**config.mk**
```make
export PLATFORM = sky130hd
export DESIGN_NAME = sfma_avg
export DESIGN_NICKNAME = d
export VERILOG_FILES = /design/src/sv/sfma_pkg.sv /design/src/sv/sfma_avg.sv
export SDC_FILE = /design/constraint.sdc
export NUM_CORES = 1
export LEC_CHECK = 0
export BUFFER_PORTS_ARGS = -buffer_cell sky130_fd_sc_hd__buf_4
export CAP_MARGIN = 10
export CORE_UTILIZATION = 65
export DETAILED_ROUTE_END_ITERATION = 7
export PLACE_DENSITY = 0.87
export SYNTH_ARGS = -nofsm -noshare
export SYNTH_HDL_FRONTEND = slang
export SYNTH_SLANG_ARGS = --single-unit
export TNS_END_PERCENT = 30
```
**constraint.sdc**
```tcl
create_clock -name clk -period 8.5 [get_ports clk]
set_input_delay 0.425 -clock clk [delete_from_list [all_inputs] [get_ports clk]]
set_output_delay 0.425 -clock clk [all_outputs]
set_load 0.05 [all_outputs]
```
**src/sv/sfma_pkg.sv**
```systemverilog
// Shared constants, types and tables for the spectrum frame moving average.
package sfma_pkg;

	// Frame geometry and sample format
	localparam int BINS_PER_FRAME    = 1024;
	localparam int POS_W             = $clog2(BINS_PER_FRAME);
	localparam int MAX_WINDOW_FRAMES = 16;
	localparam int WIN_W             = $clog2(MAX_WINDOW_FRAMES + 1);
	localparam int SLOT_W            = $clog2(MAX_WINDOW_FRAMES);
	localparam int SAMPLE_BITS       = 16;

	// Running sum, history address and divider widths
	localparam int SUM_W       = SAMPLE_BITS + SLOT_W;
	localparam int HIST_AW     = SLOT_W + POS_W;
	localparam int HIST_DEPTH  = MAX_WINDOW_FRAMES * BINS_PER_FRAME;
	localparam int T_W         = SUM_W + 1;
	localparam int RECIP_SHIFT = T_W + WIN_W;
	localparam int RECIP_W     = RECIP_SHIFT;
	localparam int PROD_W      = T_W + RECIP_W;
	localparam int Q_W         = SAMPLE_BITS + 1;

	// APB port
	localparam int APB_AW = 3;
	localparam int APB_DW = 32;

	// Register map (index = paddr[2])
	typedef enum logic {
		REG_AVERAGING_ON  = 1'b0,
		REG_WINDOW_FRAMES = 1'b1
	} cfg_reg_t;

	// Input item kinds
	typedef enum logic {
		ACT_BIN   = 1'b0,
		ACT_CLEAR = 1'b1
	} action_t;

	// Per-bin descriptor from frame bookkeeping to the accumulator
	typedef struct packed {
		logic              mode;
		logic [WIN_W-1:0]  held;
		logic              evicts;
		logic [SLOT_W-1:0] slot;
		logic [POS_W-1:0]  pos;
		logic              fend;
	} bin_ctl_t;

	// Accumulator result handed to the averaging stages
	typedef struct packed {
		logic                          mode;
		logic [WIN_W-1:0]              held;
		logic [POS_W-1:0]              pos;
		logic                          fend;
		logic signed [SAMPLE_BITS-1:0] x;
		logic signed [SUM_W-1:0]       sum;
	} acc_t;

	// Reciprocals ceil(2^RECIP_SHIFT / (2n)) for n = 1..16, exact for t < 2^T_W
	localparam longint RECIP_ONE = 64'd1 << RECIP_SHIFT;
	localparam logic [RECIP_W-1:0] RECIP_TABLE [MAX_WINDOW_FRAMES] = '{
		RECIP_W'((RECIP_ONE + 1)  / 2),
		RECIP_W'((RECIP_ONE + 3)  / 4),
		RECIP_W'((RECIP_ONE + 5)  / 6),
		RECIP_W'((RECIP_ONE + 7)  / 8),
		RECIP_W'((RECIP_ONE + 9)  / 10),
		RECIP_W'((RECIP_ONE + 11) / 12),
		RECIP_W'((RECIP_ONE + 13) / 14),
		RECIP_W'((RECIP_ONE + 15) / 16),
		RECIP_W'((RECIP_ONE + 17) / 18),
		RECIP_W'((RECIP_ONE + 19) / 20),
		RECIP_W'((RECIP_ONE + 21) / 22),
		RECIP_W'((RECIP_ONE + 23) / 24),
		RECIP_W'((RECIP_ONE + 25) / 26),
		RECIP_W'((RECIP_ONE + 27) / 28),
		RECIP_W'((RECIP_ONE + 29) / 30),
		RECIP_W'((RECIP_ONE + 31) / 32)
	};

endpackage

```
**src/sv/sfma_avg.sv**
```systemverilog
// Stages 3-5: rounded division of the sum by frames held or pass-through, output register.
module sfma_avg import sfma_pkg::*; (
	input  logic                          clk,
	input  logic                          arst_n,
	input  logic                          acc_valid,
	input  acc_t                          acc,
	output logic                          acc_ready,
	output logic                          res_valid,
	input  logic                          res_ready,
	output logic signed [SAMPLE_BITS-1:0] res_value,
	output logic [POS_W-1:0]              res_pos,
	output logic                          res_fend
);

	logic                          v_s3;
	logic                          v_s4;
	logic                          v_s5;
	logic                          rdy_s3;
	logic                          rdy_s4;
	logic                          rdy_s5;
	logic                          mode_s3;
	logic                          mode_s4;
	logic                          neg_s3;
	logic                          neg_s4;
	logic [T_W-1:0]                t_s3;
	logic [RECIP_W-1:0]            recip_s3;
	logic [Q_W-1:0]                q_s4;
	logic signed [SAMPLE_BITS-1:0] x_s3;
	logic signed [SAMPLE_BITS-1:0] x_s4;
	logic [POS_W-1:0]              pos_s3;
	logic [POS_W-1:0]              pos_s4;
	logic                          fend_s3;
	logic                          fend_s4;
	logic [SUM_W-1:0]              mag;
	logic [PROD_W-1:0]             prod;
	logic [Q_W-1:0]                q_signed;

	assign rdy_s5    = !v_s5 || res_ready;
	assign rdy_s4    = !v_s4 || rdy_s5;
	assign rdy_s3    = !v_s3 || rdy_s4;
	assign acc_ready = rdy_s3;
	assign res_valid = v_s5;

	// Magnitude of the sum; rounding term 2*|sum| + n
	assign mag = acc.sum[SUM_W-1] ? SUM_W'(-acc.sum) : SUM_W'(acc.sum);

	// Quotient by reciprocal multiply
	assign prod = PROD_W'(t_s3) * PROD_W'(recip_s3);

	// Sign restored on the rounded quotient
	assign q_signed = neg_s4 ? Q_W'(-q_s4) : q_s4;

	// Stage valids
	always_ff @(posedge clk or negedge arst_n) begin
		if (!arst_n) begin
			v_s3 <= 1'b0;
			v_s4 <= 1'b0;
			v_s5 <= 1'b0;
		end else begin
			if (rdy_s3) begin
				v_s3 <= acc_valid;
			end
			if (rdy_s4) begin
				v_s4 <= v_s3;
			end
			if (rdy_s5) begin
				v_s5 <= v_s4;
			end
		end
	end

	// Stage payloads
	always_ff @(posedge clk) begin
		if (rdy_s3) begin
			mode_s3  <= acc.mode;
			neg_s3   <= acc.sum[SUM_W-1];
			t_s3     <= {mag, 1'b0} + T_W'(acc.held);
			recip_s3 <= RECIP_TABLE[SLOT_W'(acc.held - 1'b1)];
			x_s3     <= acc.x;
			pos_s3   <= acc.pos;
			fend_s3  <= acc.fend;
		end
		if (rdy_s4) begin
			mode_s4 <= mode_s3;
			neg_s4  <= neg_s3;
			q_s4    <= prod[RECIP_SHIFT +: Q_W];
			x_s4    <= x_s3;
			pos_s4  <= pos_s3;
			fend_s4 <= fend_s3;
		end
		if (rdy_s5) begin
			res_value <= mode_s4 ? q_signed[SAMPLE_BITS-1:0] : x_s4;
			res_pos   <= pos_s4;
			res_fend  <= fend_s4;
		end
	end

endmodule

```
[Yosys cells after proc, flatten, opt, wreduce, memory -nomap -nowiden]
Memory sizes are Yosys's and may differ from the RTL's. A register that Yosys moved wholly into a read port is not among the register bits.
Cells that the tools add are included.
Operators by class
  multiplexer cells: 3
  equality and inequality tests: 0
  bitwise operators: 1
  order comparisons: 0
  shift operators: 0
  multipliers: 1
  reduce and logical (&&, ||, !) cells: 6
  $add $sub $neg: 4
  divide/modulo/power cells: 0
Operator list (count)
  multiplier 21 x 26 -> 42 bit: 1
  two-way mux 16 bit: 2
  adder 21 x 5 -> 21 bit: 1
  two-way mux 20 bit: 1
  negator 20 bit: 1
  negator 16 bit: 1
  inverter 4 -> 5 bit: 1
  subtractor 4 x 1 -> 4 bit (second input constant): 1
  logical NOT 1 bit: 3
  logical OR 1 bit: 3
Word-level totals
  bits in writable memories: 0
  logic and storage cells: 34
  input port bits: 57
  register bits after elaboration: 125
  latch bits: 0
  ROM bits: 416
  output and inout port bits: 29
  memories kept: 1
Memories
  (no name shown): depth 16, width 26, read ports 1, clocked after memory_dff 1, wr ports 0, RTL line sfma_avg.sv:78  | recip_s3 <= RECIP_TABLE[SLOT_W'(acc.held - 1'b1)];

[Depth between registers and ports, before layout]
Gate-level depths: netlist of the first run.
  depth after elaboration: 4
  gate-level depth with buffers: 25

[Worst setup path before layout of the first run]
OpenSTA, ideal clock, no wires.
  path kind: reg2reg
  start point: reg recip_s3[22]
  end point: reg q_s4[15] (data pin)
  cell stages (with the launch flop): 24
  arrival time: 6473 ps
  clock period less this slack: 6739 ps
  data required time: 8234 ps
  slack: 1761 ps
  library setup time: 266 ps
  buffers on the path: 2
  path through: edfxtp_1 clkbuf_1 clkbuf_1 nand2_1 fa_1 inv_1 fa_1 inv_1 fa_1 inv_1 fa_1 fa_1 fa_1 inv_1 fa_1 inv_1 ha_1 a21o_1 a21oi_1 or4b_1 o21ai_2 o21ai_0 o41ai_1 xnor2_1
Between the ends
  longest elaborated chain between the ends: 1
RTL lines
  start: declaration: RTL line sfma_avg.sv:26  | logic [RECIP_W-1:0] recip_s3;
  multiplier 21 x 26 -> 42 bit: RTL line sfma_avg.sv:48  | assign prod = PROD_W'(t_s3) * PROD_W'(recip_s3);
  via prod[41]: RTL line sfma_avg.sv:35  | logic [PROD_W-1:0] prod;
  end signal: assignment: RTL line sfma_avg.sv:86  | q_s4 <= prod[RECIP_SHIFT +: Q_W];
  end: declaration: RTL line sfma_avg.sv:27  | logic [Q_W-1:0] q_s4;
The timed path passes the listed nets, and every way through them passes these cells.
A chain may end at the register's enable or synchronous reset.

[Final worst setup path of the first run]
  start point: reg t_s3[6]
  end point: reg q_s4[15] (data pin)
Between the ends
  longest elaborated chain between the ends: 1
RTL lines
  start: declaration: RTL line sfma_avg.sv:25  | logic [T_W-1:0] t_s3;
  start signal: assignment: RTL line sfma_avg.sv:77  | t_s3 <= {mag, 1'b0} + T_W'(acc.held);
  multiplier 21 x 26 -> 42 bit: RTL line sfma_avg.sv:48
  via prod[41]: RTL line sfma_avg.sv:35
The timed path passes the listed nets, and every way through them passes these cells.

==> summary.md, run 1 <==
| Metric | Value |
|---|---|
| Residual DRC count | `0` |
| CP max FO | `23` |
| Antenna violations before repair | `1` |
| Ant. Diodes | `0` |
| DRT iter0 DRCs | `1333` |
| CP Capture Type | `register` |
| TritonCTS buffer count | `17` |
| Die height | `188 um` |
| Tightest Pin Transition | `1220 ps` |
| R2R setup slack | `470 ps` |
| Final min period | `8030 ps` |
| Mapped Cells | `2246` |
| Commonest non-fill, non-tap cell in the layout | `inv_1` |
| Critical path class | `register to register` |
| Seq/Total Area, Yosys | `19.7%` |
| Synth-to-Final Area Change | `6.46%` |
| Starting density of the core | `66.5%` |
| DP HPWL | `43000 um` |
| Layout fillers | `2282` |
| Largest net degree at the start of global routing | `76` |
| Die ar. | `0.0353 sq mm` |
| Core area | `0.0338 sq mm` |
| Synth cell types | `62` |
| Synth warn | `0` |
| Rows | `67` |
| Io pins | `86` |
| Top FF cell, synth | `edfxtp_1` |
| Status | `finished, final reports clean` |
| Non-Filler Instances | `2720` |
| 1st-pass router iterations | `6` |
| Final core utilization | `70.8%` |
| Post-Synthesis Cell Area | `0.0225 sq mm` |
| Clock Sinks | `148` |
| Number of synthesized register bits | `148` |
| Max-Cap Viols | `0` |
| Top cells by area, synth | `fa_1 40%, edfxtp_1 19%, inv_1 8.7%, ha_1 7.6%, and2_1 6.9%` |
| Routed wire length per instance | `20.7 um` |
| ANT nets after route | `0` |
| Worst EP required | `8680 ps` |
| Overflow after GRT | `0` |
| CTS root buf | `clkbuf_16` |
| Slew Limit Fails | `0` |
| CP most frequent cell | `fa_1` |
| Critical Path Source Type | `register` |
| Clk slew on worst S/H paths | `70 ps` |
| Routed wire length | `56200 um` |
| EDFF count, synth | `145` |
| Peak per-stage delay on the critical path | `1110 ps` |
| Mean Syn Cell Area | `10.0 sq um` |
| Leading area contributor after synthesis | `fa_1` |
| Vias in the first global route | `18200` |
| Setup TNS | `0 ps` |
| Synth Net Count | `2885` |
| Setup repair after global routing missed its margin | `no` |
| CTS tree | `done` |
| Final Hold Fails | `0` |
| Gr usage total | `34.6%` |
| Slowest cell on the critical path | `edfxtp_1` |
| Via Count | `16000` |
| Max clock buf depth | `2` |
| Nets | `2898` |
| Critical path arrival | `8220 ps` |
| F_max | `0.124 GHz` |
| Min-delay worst type | `primary input to register` |
| Vias per cell | `5.87` |
| # setup viols final | `0` |
| Skew-Pair Late Insertion Delay | `460 ps` |
| Asr flop ratio synth | `2.03%` |
| Slew HR | `18.5%` |
| Most frequent cells in the layout | `520 x inv_1, 445 x fa_1, 271 x nand2_1` |
| Post-cts sizing count | `0` |
| Placed cell count | `2687` |
| Crit-path cells | `nand2_1 -> fa_1 -> fa_1 -> fa_1 -> inv_1 -> fa_1 -> fa_1 -> fa_1 -> inv_1 -> fa_1 -> inv_1 -> ha_1 -> a21o_1 -> a21oi_1 -> nor2_1 -> or4b_1 -> o21ai_2 -> o21ai_0 -> o41ai_1 -> xnor2_1` |
| Global-route wire length before repair | `92400 um` |
| Clk_skew | `9.88 ps` |
| Port bufs | `85` |
| Die span in x | `188 um` |
| Final cycle utilization of the critical path | `94.5%` |
| RePlAce Congestion | `0.994` |
| Top cell type's share of synthesized area | `39.7%` |
| Fraction of layout cells with a size suffix above 1 | `6.29%` |
| H-tree depth | `4` |
## synthesized netlist by cell type (6+ instances only)
master / number
o21a_1: 6
inv_1: 520
and2_1: 246
nor3_1: 14
nand2_1: 271
nand3_1: 17
nor2_1: 50
xnor2_1: 43
a21o_1: 16
ha_1: 137
mux2_2: 7
nor2b_1: 10
clkbuf_1: 97
a21oi_1: 43
edfxtp_1: 145
o21ai_0: 34
fa_1: 445
nand2b_1: 11
xor2_1: 32
a31oi_1: 8
nand4_1: 10
## metal layers
| layer | up-vias | share of wire, % | track usage (%) |
|---|---|---|---|
| met4 | 2 | 5.8 | 19.4 |
| met5 | - | 0.021 | 0 |
| met2 | 991 | 47 | 55.7 |
| met3 | 261 | 11 | 10.9 |
| li1 | 6765 | - | - |
| met1 | 7942 | 35 | 41.5 |
## path summary, 6_finish.rpt
check	startpoint	cells past startpoint	end
max	t_s3[6]	20	q_s4[15]
min	acc[32]	1	x_s3[12]
max reg2reg	t_s3[6]	20	q_s4[15]
min reg2reg	x_s3[2]	0	x_s4[2]
max in group asynchronous	arst_n	2	res_valid
min in group asynchronous	arst_n	2	v_s4
## area by class of cell
cell class	instances	area, sq um	share of cell area, %
multi-input cells	1475	15700	65.6
flip-flops and latches	148	4430	18.5
inverters	521	1960	8.18
repair buffers	96	723	3.02
well taps	448	561	2.34
clock buffers	17	425	1.78
clock inverters	15	131	0.549
## flip-flops by register name, indices dropped and copies added, names as in the netlist
| signal | cells |
|---|---|
| pos_s3 | 10 |
| res_valid | 1 |
| pos_s4 | 10 |
| fend_s3 | 1 |
| res_value | 16 |
| res_pos | 10 |
| fend_s4 | 1 |
| recip_s3 | 23 |
| x_s4 | 16 |
| mode_s4 | 1 |
| x_s3 | 16 |
| q_s4 | 16 |
| mode_s3 | 1 |
| neg_s4 | 1 |
| neg_s3 | 1 |
| v_s3 | 1 |
| v_s4 | 1 |
| t_s3 | 21 |
| res_fend | 1 |
## metrics by stage
| step | hold slack, ps | area (sq um) | setup slack (ps) |
|---|---|---|---|
| 3_5_place_dp | 218 | 23300 | 713 |
| 5_1_grt | 119 | 23900 | 256 |
| 3_3_place_gp | 214 | 23300 | 935 |
| 2_1_floorplan | 129 | 22500 | 1760 |
| 4_1_cts | 123 | 23900 | 618 |
| 6_report | 137 | 23900 | 467 |
## critical path, delay by kind of cell, from the launching register on
family          cells  cell delay, ps
buf+inv             3             160
compound gates      5            1420
fa+ha+maj           8            3940
flops               1            1110
simple gates        3             970
xor+xnor            1             150
## logic make-up after synthesis
kind of cell    share of synthesized area (%)
flops                                    19.7
fa+ha+maj                                47.3
buf+inv                                  10.4
mux                                     0.507
xor+xnor                                 2.92
compound gates                           4.18
simple gates                             14.9
## timing repair
item,in CTS,in global routing
buffers inserted,0,0
hold endpoints to repair,3,0
hold buffers,1,0
Power of run 1 is not shown: default switching activity piles up to over one toggle a cycle in this logic, so the estimate is an artifact.
==> run 2: changes to the inputs <==
CORE_UTILIZATION = 59   (was 65)
PLACE_DENSITY = 0.84   (was 0.87)
clock period = 6.4 ns   (was 8.5 ns; I/O delays follow)
==> run 2 against run 1 <==
Against the previous run:
- the run now ends with setup timing left
- non-clock buffer count is 281 higher
- register-to-register slack got worse by 950 ps
- clock skew up 4.5 ps
- critical endpoint is now q_s4[7]
- first-iteration DRC count is 0.98% lower
- highest routed layer is now met4
==> summary.md, run 2 (synthesis gave the netlist of run 1 again) <==
| Metric | Value |
|---|---|
| Most flops, register | `recip_s3` |
| Clk slew on worst S/H paths | `70 ps (about the same)` |
| Die span in x | `197 um (+4.9%)` |
| H-tree depth | `4 (unchanged)` |
| Final cycle utilization of the critical path | `108% (+13 points)` |
| Overflow after GRT | `0 (unchanged)` |
| CTS tree | `done` |
| Slew Limit Fails | `0 (unchanged)` |
| ANT nets after route | `0 (unchanged)` |
| # setup viols final | `15 (+15)` |
| Gr usage total | `33.1% (-1.5 points)` |
| Nets | `3179 (+9.7%)` |
| Residual DRC count | `0 (unchanged)` |
| CP max FO | `5 (-78%)` |
| Worst EP required | `6620 ps (-2060 ps)` |
| TritonCTS buffer count | `17 (unchanged)` |
| Met3 Use GR | `6.27% (-4.7 points)` |
| Largest net degree at the start of global routing | `58 (-24%)` |
| Setup repair after global routing missed its margin | `yes` |
| Placed cell count | `2967 (+10%)` |
| Vias per cell | `5.44 (-7.3%)` |
| Port bufs | `85 (unchanged)` |
| Core area | `0.0376 sq mm (+11%)` |
| Met2 Track Usage GR | `55.5% (-0.15 points)` |
| Die ar. | `0.0389 sq mm (+10%)` |
| Largest regs | `recip_s3 (23), t_s3 (21)` |
| Min-delay worst type | `primary input to register` |
| DP Area | `0.0253 sq mm (+8.3%)` |
| Fraction of layout cells with a size suffix above 1 | `20.0% (+14 points)` |
| Global-route wire length before repair | `96300 um (+4.2%)` |
| Routed wire length per instance | `19.8 um (-4.2%)` |
| Worst Setup SP | `recip_s3[3]` |
| Post-route setup slack | `-484 ps (-951 ps)` |
| Clk_skew | `14.4 ps (+4.50 ps)` |
| Starting density of the core | `59.8% (-6.7 points)` |
| CP Capture Type | `register` |
| Max reg flops | `23 (unchanged)` |
| Non-Filler Instances | `3064 (+13%)` |
| Hold Path Origin | `acc[31]` |
| DRT iter0 DRCs | `1320 (-0.98%)` |
| Ant. Diodes | `0 (unchanged)` |
| Clock Sinks | `148 (unchanged)` |
| Most frequent cells in the layout | `509 x inv_1, 423 x fa_1, 330 x buf_4` |
| Failing checks | `setup timing` |
| F_max | `0.145 GHz (+17%)` |
| Rows | `71 (+6.0%)` |
| Reg-to-Reg Start | `recip_s3[3]` |
| CTS root buf | `clkbuf_16` |
| Tightest Pin Transition | `865 ps (-358 ps)` |
| Synth-to-Final Area Change | `19.8%` |
| Status | `complete, but fails checks` |
| Slew HR | `42.4% (+24 points)` |
| Fin area | `0.0269 sq mm (+13%)` |
| Io pins | `86 (unchanged)` |
| Die height | `197 um (+4.9%)` |
| Final Hold Fails | `0 (unchanged)` |
| Critical path arrival | `7100 ps (-1120 ps)` |
| Max-Cap Viols | `0 (unchanged)` |
| Via Count | `16700 (+4.4%)` |
| GR peak layer | `met2` |
| RePlAce Congestion | `0.964 (-3.0%)` |
| Critical Path Source Type | `register` |
| Skew-Pair Late Insertion Delay | `470 ps (about the same)` |
| 1st-pass router iterations | `5 (-1)` |
| Vias in the first global route | `18300 (+0.37%)` |
| Critical path class | `register to register` |
| GR Layer Usage met1 | `42.7% (+1.2 points)` |
| Max clock buf depth | `2 (unchanged)` |
| Commonest non-fill, non-tap cell in the layout | `inv_1` |
| Antenna violations before repair | `1 (unchanged)` |
| Routed wire length | `60600 um (+7.9%)` |
| Final min period | `6880 ps (-1150 ps)` |
| DP HPWL | `47800 um (+11%)` |
## run 2: cell count changes in the layout (fill, tap and decap cells not counted), moves of 19 or more
cell | previous run | this run
buf_4 | 95 | 330
buf_12 | 0 | 20
fa_2 | 0 | 22
fa_1 | 445 | 423
buf_6 | 0 | 19
## run 2: layout make-up
cell class | instances | area (sq um)
Inverter | 521 | 1960
Timing Repair Buffer | 377 | 3240
Clock inverter | 15 | 155
Fill cell | 2553 | 10700
Clock buffer | 17 | 425
Sequential cell | 148 | 4430
Multi-Input combinational cell | 1475 | 16100
Tap cell | 511 | 639
## run 2: critical path, stage by stage, from the launching register on
cell and delay (ps):
edfxtp_1 530, buf_6 190, nand2_2 80, fa_1 560, inv_2 40, fa_1 570
fa_1 450, fa_1 580, fa_1 450, fa_1 540, inv_2 40, fa_1 510
inv_2 50, ha_4 260, a21o_1 200, a21oi_2 170, nor2_2 60, or4b_4 560
o21ai_4 250, o211ai_1 210, a21oi_2 230, xnor2_1 100
## run 2: final timing paths
| kind | to | slack (ps) | cells past startpoint |
|---|---|---|---|
| worst max-delay path | q_s4[7] | -480 | 21 |
| worst min-delay path | x_s3[11] | 20 | 1 |
| worst max register to register | q_s4[7] | -480 | 21 |
| worst min register to register | res_pos[4] | 410 | 0 |
| max in group asynchronous | v_s3 | 6140 | 2 |
| min in group asynchronous | res_valid | 170 | 2 |
## run 2: routing by layer
layer / wire length, um / up-vias / share of wire (%)
met1: 23500 / 8367 / 39
li1: - / 7335 / -
met2: 29500 / 796 / 49
met5: 0 / - / 0
met3: 5050 / 173 / 8.3
met4: 2630 / 0 / 4.3
## run 2: through the flow
step / setup slack (ps) / utilization [%] / TNS, ps / hold slack [ps]
after floorplan: 12.4 / - / 0 / 24.4
after global placement: -432 / 67.3 / -4410 / 110
after detailed placement: -502 / 67.3 / -5690 / 111
after CTS: -336 / 70.5 / -3340 / 3.20
after global routing: -626 / 71.6 / -7080 / 2.60
final: -484 / 71.6 / -5120 / 20.0
## run 2: repair_timing
item	CTS	global route
gates resized for setup	55	62
endpoints found under the hold margin	3	1
cloned	3	0
hold buffers	1	1
endpoints found under the setup margin	16	16
pin swaps	47	59
setup buffers	33	28
Power of run 2 is left out for the same reason.
==> run 3: changes to the inputs <==
SETUP_SLACK_MARGIN = 0.3   (was default)
==> run 3 against run 2 <==
Against the previous run:
- the flow still finishes with violations (setup timing)
- sequential share of layout area grew 0.27 points
- global-route usage down 0.52 points
- die area stayed put
- routed wire length is 2.3% lower
- clock skew up 4.4 ps
- first-iteration DRC count is 0.91% higher
- register-to-register slack better by 90 ps
- sequential cell count unchanged
- critical endpoint unchanged
==> summary.md, run 3 (synthesis gave the netlist of run 1 again) <==
| Metric | Value |
|---|---|
| Status | `complete, but fails checks` |
| Residual DRC count | `0 (unchanged)` |
| Largest net degree at the start of global routing | `57 (-1.7%)` |
| Failing checks | `setup timing` |
| Nets | `3144 (-1.1%)` |
| Worst EP required | `6610 ps (about the same)` |
| Via Count | `16700 (unchanged)` |
| DP Worst Slack | `-506 ps (-4.08 ps)` |
| 1st-pass router iterations | `5 (unchanged)` |
| Clk_skew | `18.8 ps (+4.43 ps)` |
| Routed wire length | `59300 um (-2.3%)` |
| Port bufs | `85 (unchanged)` |
| Critical path arrival | `7000 ps (-100 ps)` |
| Overflow after GRT | `0 (unchanged)` |
| Vias per cell | `5.50 (+1.2%)` |
| Rows | `71 (unchanged)` |
| Most flops, register | `recip_s3` |
| Core area | `0.0376 sq mm (unchanged)` |
| Clock Sinks | `148 (unchanged)` |
| CP Capture Type | `register` |
| R2R setup slack | `-390 ps (+90 ps)` |
| Post-route setup slack | `-391 ps (+93.2 ps)` |
| Critical Path Source Type | `register` |
| CP max FO | `7 (+2)` |
| Largest regs | `recip_s3 (23), t_s3 (21)` |
| Slew HR | `41.9% (-0.43 points)` |
| Vias in the first global route | `18300 (+0.36%)` |
| F_max | `0.147 GHz (+1.4%)` |
| Slew Limit Fails | `0 (unchanged)` |
| Max reg flops | `23 (unchanged)` |
| TritonCTS buffer count | `17 (unchanged)` |
| Starting density of the core | `59.8% (unchanged)` |
| Max clock buf depth | `2 (unchanged)` |
| DRT iter0 DRCs | `1332 (+0.91%)` |
| Layout fillers | `2678 (+4.9%)` |
| Clk slew on worst S/H paths | `80 ps (about the same)` |
| Commonest non-fill, non-tap cell in the layout | `inv_1` |
| Setup TNS | `-3390 ps (+1720 ps)` |
| Global-route wire length before repair | `95400 um (-0.95%)` |
| ANT nets after route | `0 (unchanged)` |
| Final core utilization | `70.5% (-1.2 points)` |
| Io pins | `86 (unchanged)` |
| Final cycle utilization of the critical path | `106% (-1.5 points)` |
| Skew-Pair Late Insertion Delay | `470 ps (about the same)` |
| Die span in x | `197 um (unchanged)` |
| Critical path class | `register to register` |
| Synth-to-Final Area Change | `17.9%` |
| Ant. Diodes | `0 (unchanged)` |
| CTS tree | `done` |
| CTS root buf | `clkbuf_16` |
| Routed wire length per instance | `19.6 um (-1.1%)` |
| Gr usage total | `32.6% (-0.52 points)` |
| Die ar. | `0.0389 sq mm (unchanged)` |
| # setup viols final | `13 (-2)` |
| Setup repair after global routing missed its margin | `yes` |
| Final min period | `6790 ps (-93.2 ps)` |
| Final Hold Fails | `0 (unchanged)` |
| Die height | `197 um (unchanged)` |
| Most frequent cells in the layout | `512 x inv_1, 425 x fa_1, 305 x buf_4` |
| Fraction of layout cells with a size suffix above 1 | `18.2% (-1.7 points)` |
| Min-delay worst type | `primary input to register` |
| Max-Cap Viols | `0 (unchanged)` |
| Antenna violations before repair | `0 (-1)` |
| DP HPWL | `48400 um (+1.3%)` |
| H-tree depth | `4 (unchanged)` |
| Tightest Pin Transition | `871 ps (+6.44 ps)` |
| RePlAce Congestion | `0.957 (-0.77%)` |
-- run 3: cell types whose count changed in the layout (fill, tap and decap cells not counted), moves of 3 or more --
cell and change:
buf_8 -3, nand2_1 +8, nand2_4 -3, inv_2 -3
inv_6 -3, nand2_2 -5, ha_1 +4, buf_6 -5
buf_4 -25, inv_1 +3, ha_4 -4
-- run 3: worst paths after layout --
path,start,endpoint,cells after the start
worst max-delay path,recip_s3[19],q_s4[7],22
worst min-delay path,acc[34],x_s3[14],1
worst max register to register,recip_s3[19],q_s4[7],22
worst min register to register,x_s3[12],x_s4[12],0
max in group asynchronous,arst_n,res_valid,2
min in group asynchronous,arst_n,v_s3,2
-- run 3: timing repair --
action	4_1_cts	5_1_grt
hold endpoints to repair	3	0
endpoints found under the setup margin	16	16
pin swaps	23	35
setup buffers	10	11
gates cloned	0	1
gates resized for setup	33	32
hold buffers	1	0
-- run 3: metal layers --
metal	vias to the layer above	part of all wire, %	global-route usage (%)
met1	8398	38	42.3
met2	813	48	54.0
met3	180	8.8	5.33
li1	7280	-	-
met5	-	0	0
met4	0	4.8	15.0
-- run 3: per-stage QoR --
stage	hold WS, ps	cell area, sq um	std cells
2_1_floorplan	24.4	22800	2246
3_3_place_gp	109	25500	2974
3_5_place_dp	113	25500	2974
4_1_cts	2.12	26300	3017
5_1_grt	16.6	26500	3029
6_report	20.4	26500	3029
-- run 3: worst max-delay path: stages, from the launching register on --
cell	delay, ps
edfxtp_1	440
buf_6	160
clkbuf_16	150
and2_1	200
fa_1	520
inv_1	70
fa_2	480
fa_1	510
inv_1	60
fa_2	560
fa_1	430
fa_2	540
fa_1	430
ha_1	290
nand4_1	140
a21o_1	140
a21oi_2	100
or4b_4	520
o21ai_4	200
buf_6	150
o211ai_1	120
a21oi_1	220
xnor2_1	100
-- run 3: final cells by class --
class	count	area, sq um	share of cell area (%)
timing repair buffer	342	2890	10.9
sequential	148	4430	16.7
clock inverter	15	138	0.520
clock buffer	17	425	1.61
multi-input combinational	1475	16000	60.4
inverter	521	1960	7.39
tap	511	639	2.41
Power of run 3 is left out for the same reason.
