**config.mk**
```make
export PLATFORM = sky130hd
export DESIGN_NAME = sfma_ctrl
export DESIGN_NICKNAME = d
export VERILOG_FILES = /design/src/sv/sfma_pkg.sv /design/src/sv/sfma_ctrl.sv
export SDC_FILE = /design/constraint.sdc
export NUM_CORES = 1
export LEC_CHECK = 0
export BUFFER_PORTS_ARGS = -buffer_cell sky130_fd_sc_hd__buf_4
export CAP_MARGIN = 20
export CORE_MARGIN = 2
export CORE_UTILIZATION = 43
export CTS_CLUSTER_DIAMETER = 100
export DETAILED_ROUTE_END_ITERATION = 10
export PLACE_DENSITY_LB_ADDON = 0.1
export SKIP_CTS_REPAIR_TIMING = 1
export SYNTH_ARGS = -nofsm -noshare
export SYNTH_HDL_FRONTEND = slang
export SYNTH_SLANG_ARGS = --single-unit
```
**constraint.sdc**
```tcl
create_clock -name clk -period 2.4 [get_ports clk]
set_clock_uncertainty 0.2 [all_clocks]
set_input_delay 0.36 -clock clk [delete_from_list [all_inputs] [get_ports clk]]
set_output_delay 0.36 -clock clk [all_outputs]
set_load 0.03 [all_outputs]
```
**src/sv/sfma_pkg.sv**
```systemverilog
// Shared constants, types and tables for the spectrum frame moving average.
package sfma_pkg;

	// Frame geometry and sample format
	localparam int BINS_PER_FRAME    = 1024;
	localparam int POS_W             = $clog2(BINS_PER_FRAME);
	localparam int MAX_WINDOW_FRAMES = 16;
	localparam int WIN_W             = $clog2(MAX_WINDOW_FRAMES + 1);
	localparam int SLOT_W            = $clog2(MAX_WINDOW_FRAMES);
	localparam int SAMPLE_BITS       = 16;

	// Running sum, history address and divider widths
	localparam int SUM_W       = SAMPLE_BITS + SLOT_W;
	localparam int HIST_AW     = SLOT_W + POS_W;
	localparam int HIST_DEPTH  = MAX_WINDOW_FRAMES * BINS_PER_FRAME;
	localparam int T_W         = SUM_W + 1;
	localparam int RECIP_SHIFT = T_W + WIN_W;
	localparam int RECIP_W     = RECIP_SHIFT;
	localparam int PROD_W      = T_W + RECIP_W;
	localparam int Q_W         = SAMPLE_BITS + 1;

	// APB port
	localparam int APB_AW = 3;
	localparam int APB_DW = 32;

	// Register map (index = paddr[2])
	typedef enum logic {
		REG_AVERAGING_ON  = 1'b0,
		REG_WINDOW_FRAMES = 1'b1
	} cfg_reg_t;

	// Input item kinds
	typedef enum logic {
		ACT_BIN   = 1'b0,
		ACT_CLEAR = 1'b1
	} action_t;

	// Per-bin descriptor from frame bookkeeping to the accumulator
	typedef struct packed {
		logic              mode;
		logic [WIN_W-1:0]  held;
		logic              evicts;
		logic [SLOT_W-1:0] slot;
		logic [POS_W-1:0]  pos;
		logic              fend;
	} bin_ctl_t;

	// Accumulator result handed to the averaging stages
	typedef struct packed {
		logic                          mode;
		logic [WIN_W-1:0]              held;
		logic [POS_W-1:0]              pos;
		logic                          fend;
		logic signed [SAMPLE_BITS-1:0] x;
		logic signed [SUM_W-1:0]       sum;
	} acc_t;

	// Reciprocals ceil(2^RECIP_SHIFT / (2n)) for n = 1..16, exact for t < 2^T_W
	localparam longint RECIP_ONE = 64'd1 << RECIP_SHIFT;
	localparam logic [RECIP_W-1:0] RECIP_TABLE [MAX_WINDOW_FRAMES] = '{
		RECIP_W'((RECIP_ONE + 1)  / 2),
		RECIP_W'((RECIP_ONE + 3)  / 4),
		RECIP_W'((RECIP_ONE + 5)  / 6),
		RECIP_W'((RECIP_ONE + 7)  / 8),
		RECIP_W'((RECIP_ONE + 9)  / 10),
		RECIP_W'((RECIP_ONE + 11) / 12),
		RECIP_W'((RECIP_ONE + 13) / 14),
		RECIP_W'((RECIP_ONE + 15) / 16),
		RECIP_W'((RECIP_ONE + 17) / 18),
		RECIP_W'((RECIP_ONE + 19) / 20),
		RECIP_W'((RECIP_ONE + 21) / 22),
		RECIP_W'((RECIP_ONE + 23) / 24),
		RECIP_W'((RECIP_ONE + 25) / 26),
		RECIP_W'((RECIP_ONE + 27) / 28),
		RECIP_W'((RECIP_ONE + 29) / 30),
		RECIP_W'((RECIP_ONE + 31) / 32)
	};

endpackage

```
**src/sv/sfma_ctrl.sv**
```systemverilog
// Register file and frame bookkeeping: bin position, frames held, ring slot.
module sfma_ctrl import sfma_pkg::*; (
	input  logic              clk,
	input  logic              arst_n,
	input  logic              psel,
	input  logic              penable,
	input  logic              pwrite,
	input  logic [APB_AW-1:0] paddr,
	input  logic [APB_DW-1:0] pwdata,
	output logic [APB_DW-1:0] prdata,
	output logic              pready,
	input  logic              bin_take,
	input  logic              clr_take,
	output bin_ctl_t          ctl
);

	logic              on_q;
	logic [WIN_W-1:0]  win_q;
	logic [WIN_W-1:0]  held_q;
	logic [SLOT_W-1:0] slot_q;
	logic [POS_W-1:0]  pos_q;
	logic              mode_q;
	logic              evicts_q;
	logic              wr_en;
	cfg_reg_t          reg_sel;
	logic [WIN_W-1:0]  win_sat;

	assign pready  = 1'b1;
	assign wr_en   = psel && penable && pwrite;
	assign reg_sel = cfg_reg_t'(paddr[2]);

	// Window saturates to 1..MAX_WINDOW_FRAMES
	always_comb begin
		win_sat = pwdata[WIN_W-1:0];
		if (win_sat == '0) begin
			win_sat = WIN_W'(1);
		end else if (win_sat > WIN_W'(MAX_WINDOW_FRAMES)) begin
			win_sat = WIN_W'(MAX_WINDOW_FRAMES);
		end
	end

	// Register readback
	always_comb begin
		case (reg_sel)
			REG_AVERAGING_ON:  prdata = APB_DW'(on_q);
			REG_WINDOW_FRAMES: prdata = APB_DW'(win_q);
			default:           prdata = '0;
		endcase
	end

	// Descriptor of the bin now at the input; frame state advances at bin zero
	always_comb begin
		ctl.mode   = mode_q;
		ctl.held   = held_q;
		ctl.evicts = evicts_q;
		ctl.slot   = slot_q;
		ctl.pos    = pos_q;
		ctl.fend   = (pos_q == POS_W'(BINS_PER_FRAME - 1));
		if (pos_q == '0) begin
			ctl.mode = on_q;
			if (on_q) begin
				if (held_q < win_q) begin
					ctl.held   = held_q + 1'b1;
					ctl.slot   = held_q[SLOT_W-1:0];
					ctl.evicts = 1'b0;
				end else begin
					ctl.slot   = ({1'b0, slot_q} == win_q - 1'b1) ? '0 : slot_q + 1'b1;
					ctl.evicts = 1'b1;
				end
			end
		end
	end

	// Config registers and frame state
	always_ff @(posedge clk or negedge arst_n) begin
		if (!arst_n) begin
			on_q     <= 1'b0;
			win_q    <= WIN_W'(1);
			held_q   <= '0;
			slot_q   <= '0;
			pos_q    <= '0;
			mode_q   <= 1'b0;
			evicts_q <= 1'b0;
		end else begin
			if (wr_en && reg_sel == REG_AVERAGING_ON) begin
				on_q <= pwdata[0];
			end
			if ((wr_en && reg_sel == REG_WINDOW_FRAMES) || clr_take) begin
				// window change or clear action: history restarts
				held_q   <= '0;
				slot_q   <= '0;
				pos_q    <= '0;
				mode_q   <= 1'b0;
				evicts_q <= 1'b0;
			end else if (bin_take) begin
				held_q   <= ctl.held;
				slot_q   <= ctl.slot;
				mode_q   <= ctl.mode;
				evicts_q <= ctl.evicts;
				pos_q    <= ctl.fend ? '0 : pos_q + 1'b1;
			end
			if (wr_en && reg_sel == REG_WINDOW_FRAMES) begin
				win_q <= win_sat;
			end
		end
	end

	// Frame count never passes the window
	a_held_le_win: assert property (@(posedge clk) disable iff (!arst_n)
		held_q <= win_q)
		else $error("frames held exceeds window");

	// Newest slot lies among the frames held
	a_slot_in_ring: assert property (@(posedge clk) disable iff (!arst_n)
		held_q != '0 |-> {1'b0, slot_q} < held_q)
		else $error("ring slot outside held frames");

	// Eviction only with a full window
	a_evict_full: assert property (@(posedge clk) disable iff (!arst_n)
		evicts_q |-> held_q == win_q)
		else $error("eviction before window filled");

endmodule

```
# Word level (Yosys, flattened, before mapping)
# Index checks and enable logic that the tools add are counted.
dict set report totals {
  ff_bits 27
  wordCells 43
}
dict set report op_classes {
  addsub 4
  magnitude_cmp 2
  eq_ne 2
  n_mux 19
  bitwise_logic 1
  n_reduce_logical 8
}
# op count
set op_table {}
lappend op_table {{$pmux W32 S2} 1}
lappend op_table {{$mux W10} 4}
lappend op_table {{$mux W5} 6}
lappend op_table {{$mux W4} 3}
lappend op_table {{$mux W11} 1}
lappend op_table {{$add A10 B1 Y10 const B} 1}
lappend op_table {{$eq A10 B10 Y1 const B} 1}
lappend op_table {{$logic_not A10 Y1} 1}
lappend op_table {{$add A5 B1 Y5 const B} 1}
lappend op_table {{$eq A4 B5 Y1} 1}
lappend op_table {{$gt A5 B5 Y1 const B} 1}
lappend op_table {{$logic_not A5 Y1} 1}
lappend op_table {{$lt A5 B5 Y1} 1}
lappend op_table {{$sub A5 B1 Y5 const B} 1}
lappend op_table {{$add A4 B1 Y4 const B} 1}
lappend op_table {{$logic_and A1 B1 Y1} 4}
lappend op_table {{$mux W1} 4}
lappend op_table {{$reduce_bool A2 Y1} 1}
lappend op_table {{$logic_or A1 B1 Y1} 1}
lappend op_table {{$not A1 Y1} 1}

# Logic depth before layout (Yosys ltp)
# Gate-level depths: netlist (run 1).
dict set report depth {
  ltp_word 8
  ltp_mapped 8
  mapped_depth_nobuf 7
}

# Worst setup path before layout (run 1)
# OpenSTA, ideal clock, no wires.
dict set report synth_timing {
  kind {register -> output}
  start {reg pos_q[0]}
  end {out ctl[19] in the netlist's numbering}
  arrival_time_ns 2.293
  required_ns 1.840
  setup_slack_ns -0.453
  stages_incl_launch_ff 8
  path_cell_list {dfrtp_1 inv_1 ha_1 nor3b_1 nand4_2 a211oi_4 nand4_1 xnor2_1}
}
# element line
set synth_rtl {}
lappend synth_rtl {{start, declared} sfma_ctrl.sv:21} ;# logic [POS_W-1:0] pos_q;
lappend synth_rtl {{start signal, assigned} sfma_ctrl.sv:100} ;# pos_q <= ctl.fend ? '0 : pos_q + 1'b1;
lappend synth_rtl {{end, declared} sfma_ctrl.sv:14} ;# output bin_ctl_t ctl

==> results of run 1 <==
[power by group through the flow]
stage | Clock [µW] | Combinational, µW | Sequential, µW
global placement | 0 | 662 | 526
CTS | 269 | 669 | 519
detailed placement | 0 | 668 | 528
global route | 292 | 867 | 524
finish | 260 | 801 | 519
floorplan | 0 | 471 | 536
[worst max-delay path, cell delays in order, from the launching register on]
cell       delay [ns]
dfstp_2          0.54
inv_2            0.04
ha_4             0.16
or2_1            0.21
a211oi_2         0.25
o2111ai_2        0.19
buf_6            0.18
nand3b_1         0.17
a31oi_4          0.10
buf_6            0.15
[worst max path at each step]
stage	depth (start not counted)	endpoint	slack [ns]	from
global route	8	ctl[13]	-0.52	win_q[0]$_DFFE_PN1P_
CTS	8	ctl[13]	-0.53	win_q[0]$_DFFE_PN1P_
detailed placement	8	ctl[13]	-0.23	win_q[0]$_DFFE_PN1P_
finish	9	ctl[11]	-0.45	win_q[0]$_DFFE_PN1P_
floorplan	7	ctl[19]	-0.17	pos_q[0]$_DFFE_PN0P_
global placement	8	ctl[13]	-0.21	win_q[0]$_DFFE_PN1P_
[cell type report]
cell class | instances | share of cell area
sequential | 27 | 0.219
tap | 67 | 0.0269
multi-input combinational | 205 | 0.491
clock buffer | 4 | 0.0144
timing repair buffer | 89 | 0.234
inverter | 12 | 0.0144
[registers in the layout (all words and copies together), names as in the netlist]
name and flops:
evicts_q 1, held_q 5, mode_q 1, on_q 1, pos_q 10, slot_q 4
win_q 5
[cell usage in the layout (no fill, tap or decap), drive strengths merged, types with 2 or more instances in the layout]
cell type	Yosys	layout
inv	12	12
clkbuf	4	4
mux2	3	3
conb	2	28
nand2	26	26
xor2	9	9
buf	31	88
and2	6	6
a41oi	2	2
o31ai	3	3
xnor2	6	6
and4	2	2
o21ai	18	18
nor3	6	6
a211oi	5	5
a21o	2	3
a31oi	5	5
o211ai	3	3
nor2	17	17
nand3	6	6
a21oi	10	10
nand4	12	12
nand3b	2	2
and3	2	2
dfrtp	26	26
ha	9	9
or3	2	2
nand2b	5	5
[metal layers]
layer | vias to the layer above | wire length, µm | global-route usage | part of all wire
li1 | 1020 | - | - | -
met1 | 961 | 2350 | 0.261 | 0.44
met2 | 51 | 2740 | 0.353 | 0.51
met3 | 5 | 176 | 0.0163 | 0.033
met4 | 0 | 53 | 0.0496 | 0.010
met5 | - | 0 | 0 | 0
[metrics by stage]
| step | setup TNS, ns | area [µm²] |
|---|---|---|
| 2_1_floorplan | -0.512 | 2380 |
| 3_3_place_gp | -0.806 | 2800 |
| 3_5_place_dp | -0.880 | 2800 |
| 4_1_cts | -3.77 | 2840 |
| 5_1_grt | -4.36 | 3120 |
| 6_report | -3.41 | 3120 |
[logic make-up after synthesis]
group,synth area share
compound gates,0.182
xor+xnor,0.0615
fa+ha+maj,0.0527
buf+inv,0.133
flops,0.317
mux,0.0158
other cells,0.00351
simple gates,0.234
==> run metrics, run 1 <==
status=complete, but fails checks; failing checks=negative setup slack; Internal Pwr Total=951 µW; I/O pin cnt=97; VDD IR max=0.243 mV; H-tree Lvls=1; layout cells sized above 1=0.427; combinational power share=0.507; Die X=74.5 µm; synthesized cell area=0.00214 mm²; DR pass1 iterations=4; total number of vias=2,037; worst r2r src=win_q[4]$_DFFE_PN0P_; Clock power frac=0.165; Final Critical Period=2.85 ns; Worst setup EP type=output port; Cells after DPL=387; I/O Buffers=39; cell with the most instances after synthesis=buf_4; crit path kind=reg2out; Synth area leaders=dfrtp_1, buf_4, ha_1; R2R depth=8; Starting DRT DRC Count=109; HP Start=pwdata[4]; synth cell count leaders=buf_4, dfrtp_1, nand2_1, nor2_1, inv_1; Bufs on Longest Clock Path=2; sequential-to-total area share from yosys stat=0.317; crit path DAT=2.29 ns; max-cap viol count=0; multi-input combinational cell area=0.00153 mm²; clock transition at the registers of the reported paths=0.09 ns; largest net degree at the start of global routing=28; vias in the first global route=1,882; Fin. Hold Viols=0; Ant. Diodes=0; area leader, netlist=dfrtp_1; synthesis-to-layout area growth=46.0%; # clock sinks=27; setup ws final=-0.448 ns; fin cells=404; crit share post-route=1.19; Num CTS Buffers=3; Tot Pwr=1580 µW; crit-path max FO=7; pre-CTS setup slack=-0.225 ns; Antenna Nets Post-Route=0; Avg Cell Area, Syn=8.48 µm²; Yosys warning count=0; Synth Instances=252; Post-synth EDFFs=0; clk root buf=clkbuf_8; #FFs+latches synth=27; GRT overflow=0; Final Max Slew Viols=0; r2r setup slk=0.05 ns; PD cells=507 mW/mm²; measured slew at the worst slew-check pin=0.528 ns; capturing point of the worst reg2reg path=held_q[4]$_DFFE_PN0P_; first-pass GRT wire length=8.66 mm; Register Area=683 µm²; Filler cells=435; die height=74.5 µm; RePlAce Congestion=0.776; Layout Utilization=0.656; sw frac=0.399; Slew headroom=0.645; Psw=630 µW; Clock Latency Late Sink=0.27 ns; Peak Freq=351 MHz; Initial Utilization=0.449; startpoint types=register; Leakage=0.00143 µW; worst min path class=in2reg; DR vias/cell=5.04; share of synthesized flip-flops with an asynchronous set or reset=1.00; Setup Viol. Count Final=10; total routed wirelength=5.32 mm; sequential power share=0.328; post-synth cell types=52; CTS tree=done; post-layout net count=389; post-DP HPWL=3.98 mm; main flop type after synthesis=dfrtp_1; initial antenna violation count=0; Tot GR Track Use=0.199; Hold Path Depth=2; drt drc=0; drt wl/cell=13.2 µm; row count=25; worst endpoint required time=1.84 ns; die area=0.00555 mm²; final hold slack=0.0607 ns; share of the synthesized area in the top cell type=0.304; Core Area=0.00475 mm²; WHS Endpoint=win_q[0]$_DFFE_PN1P_; RSZ-0062 raised after global routing=true
(Power assumes the default switching activity.)
==> run 2, diff against run 1 <==
--- a/config.mk
+++ b/config.mk
@@ -5,6 +5,7 @@
 export SDC_FILE = /design/constraint.sdc
 export NUM_CORES = 1
 export LEC_CHECK = 0
+export ABC_AREA = 1
 export BUFFER_PORTS_ARGS = -buffer_cell sky130_fd_sc_hd__buf_4
 export CAP_MARGIN = 20
 export CORE_MARGIN = 2
@@ -12,6 +13,7 @@
 export CTS_CLUSTER_DIAMETER = 100
 export DETAILED_ROUTE_END_ITERATION = 10
 export PLACE_DENSITY_LB_ADDON = 0.1
+export RECOVER_POWER = 50
 export SKIP_CTS_REPAIR_TIMING = 1
 export SYNTH_ARGS = -nofsm -noshare
 export SYNTH_HDL_FRONTEND = slang
==> constraint.sdc (replaced) <==
create_clock -name clk -period 2.3 [get_ports clk]
set_clock_uncertainty 0.2 [all_clocks]
set_input_delay 0.345 -clock clk [delete_from_list [all_inputs] [get_ports clk]]
set_output_delay 0.345 -clock clk [all_outputs]
set_load 0.03 [all_outputs]
==> run 2 against run 1 <==
Against the previous run: the run still ends with negative setup slack left; sequential share of layout area grew 1.6 points; sequential cell count unchanged; count of clock-buffer cells in the layout stayed put; register-to-register slack gained 0.21 ns; critical path depth rose by 1; synthesized cell count increased by 21%; setup slack better by 0.18 ns; global-route usage is 2.8 points lower; sequential power grew 4.6%; final cell count is 8.9% higher; routed wire length decreased by 7.4%; critical path type unchanged; largest power group unchanged.
==> run metrics, run 2 <==
Internal Pwr Total=967 µW (+1.7%); row count=25 (unchanged); crit path DAT=2.03 ns (-0.26 ns); H-tree Lvls=1 (unchanged); share of synthesized flip-flops with an asynchronous set or reset=1.00 (unchanged); setup ws final=-0.271 ns (+0.176 ns); Clock Latency Late Sink=0.27 ns (about the same); failing checks=negative setup slack; Antenna Nets Post-Route=0 (unchanged); RSZ-0062 raised after global routing=true; DR pass1 iterations=6 (+2); Tot GR Track Use=0.171 (-0.0276); crit-path max FO=7 (unchanged); post-synth cell types=32 (-38%); CTS tree=done; Peak Freq=389 MHz; area leader, netlist=dfrtp_1; Core Area=0.00479 mm² (+0.66%); initial antenna violation count=0 (unchanged); largest net degree at the start of global routing=28 (unchanged); total number of vias=1,956 (-4.0%); #FFs+latches synth=27 (unchanged); Post-synth EDFFs=0 (unchanged); placed cell areas=0.00256 mm² (-8.3%); fin cells=440 (+8.9%); worst min path class=in2reg; r2r setup slk=0.26 ns (+0.21 ns); Avg Cell Area, Syn=7.07 µm² (-17%); die height=74.7 µm (+0.28%); startpoint types=register; post-layout net count=425 (+9.3%); I/O pin cnt=97 (unchanged); RePlAce Congestion=0.780 (+0.48%); layout cells sized above 1=0.354 (-0.0734); Bufs on Longest Clock Path=2 (unchanged); final instance area=0.00288 mm² (-7.6%); VDD IR max=0.219 mV (-9.5%); clock transition at the registers of the reported paths=0.10 ns (about the same); GRT overflow=0 (unchanged); sequential power share=0.332 (+0.004); Final Critical Period=2.57 ns; Setup Viol. Count Final=11 (+1); crit path kind=reg2out; DR vias/cell=4.45 (-12%); status=complete, but fails checks; I/O Buffers=39 (unchanged); Cells after DPL=428 (+11%); multi-input combinational cell area=0.00133 mm² (-13%); Initial Utilization=0.449 (about the same); drt drc=0 (unchanged); # clock sinks=27 (unchanged); most frequent cells in the layout=nand2_1, buf_4, inv_1, conb_1, dfrtp_1; DR WL met3=192 µm (+9.1%); synthesized cell area=0.00215 mm² (+0.59%); Yosys warning count=0 (unchanged); final hold slack=0.0595 ns (-0.00123 ns); measured slew at the worst slew-check pin=0.709 ns (+0.180 ns); main flop type after synthesis=dfrtp_1; PD cells=568 mW/mm² (+12%); Starting DRT DRC Count=74 (-32%); Hold Path Depth=2 (unchanged); crit share post-route=1.12; cell with the most instances after synthesis=nand2_1; total routed wirelength=4.93 mm (-7.4%); Ant. Diodes=0 (unchanged); Final Max Slew Viols=0 (unchanged); max FFs per register=10 (unchanged); sw frac=0.410 (+0.0110); Psw=671 µW (+6.4%); synth cell count leaders=nand2_1, inv_1, buf_4, dfrtp_1, nand3_1; Slew headroom=0.528 (-0.118); drt wl/cell=11.2 µm (-15%); M1 WL=2.23 mm (-5.4%); Worst setup EP type=output port; R2R depth=10 (+2); Fin. Hold Viols=0 (unchanged); uppermost routed layer=met4; Synth Instances=304 (+21%); Leakage=0.00156 µW (+9.3%); post-DP HPWL=3.68 mm (-7.7%); most common cell after layout, fill and taps aside=nand2_1; Regs by FF count=pos_q (10), held_q (5), win_q (5); combinational power share=0.500 (-0.007); met2 wire len=2.46 mm (-10%); die area=0.00558 mm² (+0.56%); Register Area=677 µm² (-0.92%); Filler cells=468 (+7.6%); Clock power frac=0.169 (+0.004); clk root buf=clkbuf_8; synthesis-to-layout area growth=34.1%; worst endpoint required time=1.75 ns (-0.09 ns); Num CTS Buffers=3 (unchanged); sequential-to-total area share from yosys stat=0.315 (-0.00184); vias in the first global route=1,671 (-11%); Largest Register=pos_q; Synth area leaders=dfrtp_1, nand2_1, buf_4; max-cap viol count=0 (unchanged); share of the synthesized area in the top cell type=0.303 (-0.00177); first-pass GRT wire length=7.40 mm (-15%); Die X=74.7 µm (+0.28%)
==> run 2: cell types whose count changed after synthesis, moves of 6 or more <==
cell     delta
o22ai_1     +6
inv_1      +39
nand2_1    +61
nor2_4      +6
xor2_1      -7
nand3_1    +14
nand4_1     -8
==> run 2: per-layer routing <==
metal / global-route usage / vias up
li1: - / 1034
met1: 0.227 / 879
met2: 0.300 / 38
met3: 0.0187 / 5
met4: 0.0417 / 0
met5: 0 / -
==> run 2: stage by stage <==
stage | total power [µW] | TNS (ns) | util | setup slack, ns
finish | 1640 | -2.22 | 0.602 | -0.271
global placement | 1210 | -0.305 | 0.536 | -0.0706
detailed placement | 1210 | -0.320 | 0.536 | -0.0730
CTS | 1490 | -3.53 | 0.545 | -0.403
global route | 1740 | -3.35 | 0.602 | -0.362
floorplan | 1020 | 0 | - | 0.0224
==> run 2: layout make-up <==
cell class                 instances  share of cell area
multi-input combinational        221               0.463
sequential                        27               0.235
timing repair buffer              68               0.189
inverter                          53              0.0690
tap                               67              0.0291
clock buffer                       4              0.0156
==> run 2: worst paths after layout <==
path | endpoint | startpoint
hold reg to reg | evicts_q$_DFFE_PN0P_ | evicts_q$_DFFE_PN0P_
setup reg to reg | held_q[1]$_DFFE_PN0P_ | held_q[3]$_DFFE_PN0P_
setup / recovery | ctl[17] | held_q[3]$_DFFE_PN0P_
min in group asynchronous | pos_q[8]$_DFFE_PN0P_ | arst_n
hold / removal | pos_q[6]$_DFFE_PN0P_ | bin_take
max in group asynchronous | win_q[4]$_DFFE_PN0P_ | arst_n
==> run 2: power groups by stage <==
stage / sequential, µW / clock, µW / combinational (µW)
2_1_floorplan: 555 / 0 / 469
3_3_place_gp: 547 / 0 / 661
3_5_place_dp: 548 / 0 / 666
4_1_cts: 539 / 286 / 668
5_1_grt: 547 / 298 / 896
6_report: 543 / 276 / 818
==> run 2: kinds of logic (layout without fill, tap and decap cells) <==
logic type      Yosys count  count (layout)  synth area share
fa+ha+maj                 9               9            0.0524
other cells               2              28           0.00349
simple gates            145             146             0.324
buf+inv                  83             125             0.197
flops                    27              27             0.315
xor+xnor                  3               3            0.0122
compound gates           35              35            0.0960
==> run 2: critical path, cell delays in order, from the launching register on <==
cell     delay [ns]
dfrtp_1        0.43
ha_4           0.28
nand2_2        0.05
inv_2          0.07
nand4_1        0.18
nand3_4        0.24
nor2_4         0.07
buf_6          0.12
o21ai_2        0.13
inv_1          0.06
buf_6          0.13
==> run 3, diff against run 2 <==
--- a/config.mk
+++ b/config.mk
@@ -12,6 +12,7 @@
 export CORE_UTILIZATION = 43
 export CTS_CLUSTER_DIAMETER = 100
 export DETAILED_ROUTE_END_ITERATION = 10
+export MAX_ROUTING_LAYER = met4
 export PLACE_DENSITY_LB_ADDON = 0.1
 export RECOVER_POWER = 50
 export SKIP_CTS_REPAIR_TIMING = 1
==> run 3 against run 2 <==
Against the previous run: the flow still finishes with violations (negative setup slack); final cell count unchanged; clock power about the same; via count grew 0.56%; hold slack lost 0.00059 ns; setup slack improved by 0.0012 ns; routed wire length is essentially flat; sequential cell count did not move; register-to-register slack barely moved; largest cell class unchanged.
==> run metrics, run 3 (same netlist as run 2, synthesis figures left out) <==
status=complete, but fails checks; failing checks=negative setup slack; combinational power share=0.500 (about the same); Hold Path Depth=2 (unchanged); capturing point of the worst reg2reg path=held_q[1]$_DFFE_PN0P_; Cells after DPL=428 (unchanged); Filler cells=468 (unchanged); CP delay by family, top=simple AND/OR/NAND/NOR gates; drt wl/cell=11.2 µm (about the same); die height=74.7 µm (unchanged); Ant. Diodes=0 (unchanged); multi-input combinational cell area=0.00133 mm² (unchanged); Regs by FF count=pos_q (10), held_q (5), win_q (5); setup TNS=-2.22 ns (-0.000210 ns); GRT overflow=0 (unchanged); Buf/Inv on CP=4 (unchanged); R2R depth=10 (unchanged); total routed wirelength=4.93 mm (about the same); Core Area=0.00479 mm² (unchanged); HP Start=bin_take; worst r2r src=held_q[3]$_DFFE_PN0P_; crit path kind=reg2out; max-cap viol count=0 (unchanged); Initial Utilization=0.449 (unchanged); I/O Buffers=39 (unchanged); setup ws final=-0.270 ns (+0.00124 ns); Antenna Nets Post-Route=0 (unchanged); sw frac=0.410 (about the same); synthesis-to-layout area growth=34.1% (unchanged); Clock Latency Late Sink=0.27 ns (about the same); initial antenna violation count=0 (unchanged); largest net degree at the start of global routing=28 (unchanged); # clock sinks=27 (unchanged); critical path cell sequence=ha_4, nand2_2, inv_2, nand4_1, nand3_4, nor2_4, buf_6, o21ai_2, inv_1, buf_6; DR pass1 iterations=6 (unchanged); Bufs on Longest Clock Path=2 (unchanged); die area=0.00558 mm² (unchanged); first-pass GRT wire length=7.40 mm (unchanged); sequential power share=0.332 (about the same); DR vias/cell=4.47 (+0.56%); worst endpoint required time=1.75 ns (about the same); vias in the first global route=1,671 (unchanged); VDD IR max=0.220 mV (+0.18%); Slew headroom=0.527 (-0.000575); startpoint types=register; crit-path most repeated cell=buf_6; I/O pin cnt=97 (unchanged); Layout Utilization=0.602 (unchanged); r2r setup slk=0.26 ns (about the same); Psw=671 µW (about the same); Final Critical Period=2.57 ns (-0.00124 ns); CTS tree=done; Peak Freq=389 MHz (about the same); Tot GR Track Use=0.176 (+0.00535); PD cells=568 mW/mm² (about the same); Register Area=677 µm² (unchanged); fin cells=440 (unchanged); most common cell after layout, fill and taps aside=nand2_1; Die X=74.7 µm (unchanged); post-layout net count=425 (unchanged); crit share post-route=1.12 (about the same); RSZ-0062 raised after global routing=true; Internal Pwr Total=967 µW (about the same); crit-path max FO=7 (unchanged); Final Max Slew Viols=0 (unchanged); Num CTS Buffers=3 (unchanged); clock transition at the registers of the reported paths=0.10 ns (about the same); max FFs per register=10 (unchanged); slowest stage delay, CP=0.43 ns (about the same); layout cells sized above 1=0.354 (unchanged); Fin. Hold Viols=0 (unchanged); H-tree Lvls=1 (unchanged); Starting DRT DRC Count=74 (unchanged); most frequent cells in the layout=nand2_1, buf_4, inv_1, conb_1, dfrtp_1; clk root buf=clkbuf_8; Setup Viol. Count Final=11 (unchanged); Worst setup EP type=output port; crit path max-delay cell type=dfrtp_1; row count=25 (unchanged); Largest Register=pos_q; drt drc=0 (unchanged); Leakage=0.00156 µW (unchanged); measured slew at the worst slew-check pin=0.710 ns (+0.000862 ns); total number of vias=1,967 (+0.56%); Clock power frac=0.169 (about the same); WHS Endpoint=pos_q[6]$_DFFE_PN0P_; crit path DAT=2.03 ns (about the same); RePlAce Congestion=0.791 (+1.4%); post-DP HPWL=3.68 mm (unchanged); worst min path class=in2reg
## run 3: cell counts in the layout (fill, tap and decap cells not counted)
Identical to the previous run, type by type.
## run 3: worst max path at each step
stage,start,endpoint,slack [ns],cells after the start
after CTS,win_q[4]$_DFFE_PN0P_,ctl[16],-0.40,9
final,held_q[3]$_DFFE_PN0P_,ctl[17],-0.27,10
after global placement,win_q[4]$_DFFE_PN0P_,ctl[16],-0.07,9
after detailed placement,win_q[2]$_DFFE_PN0P_,ctl[16],-0.07,11
after floorplan,win_q[2]$_DFFE_PN0P_,ctl[19],0.02,11
after global routing,held_q[3]$_DFFE_PN0P_,ctl[17],-0.36,10
## run 3: area by class of cell
cell class	count	area share
well taps	67	0.0291
repair buffers	68	0.189
clock buffers	4	0.0156
flip-flops and latches	27	0.235
multi-input cells	221	0.463
inverters	53	0.0690
## run 3: power by group through the flow
stage	clock network, µW	registers, µW	logic, µW
2_1_floorplan	0	555	469
3_3_place_gp	0	547	661
3_5_place_dp	0	548	666
4_1_cts	286	539	668
5_1_grt	298	547	896
6_report	277	543	818
## run 3: through the flow
step                worst slack (ns)  hold slack (ns)  instance area (µm²)  total power (µW)
floorplan                     0.0224           -0.151                 2250              1020
global placement             -0.0706           0.0873                 2560              1210
detailed placement           -0.0730           0.0922                 2560              1210
CTS                           -0.403           -0.214                 2610              1490
global route                  -0.362           0.0749                 2880              1740
finish                        -0.270           0.0589                 2880              1640
## run 3: layer usage
metal / part of all wire / global-route usage / wire [µm]
met1: 0.45 / 0.229 / 2240
met2: 0.50 / 0.300 / 2470
met3: 0.035 / 0.0161 / 173
met4: 0.0093 / 0.0417 / 46
met5: 0 / - / 0
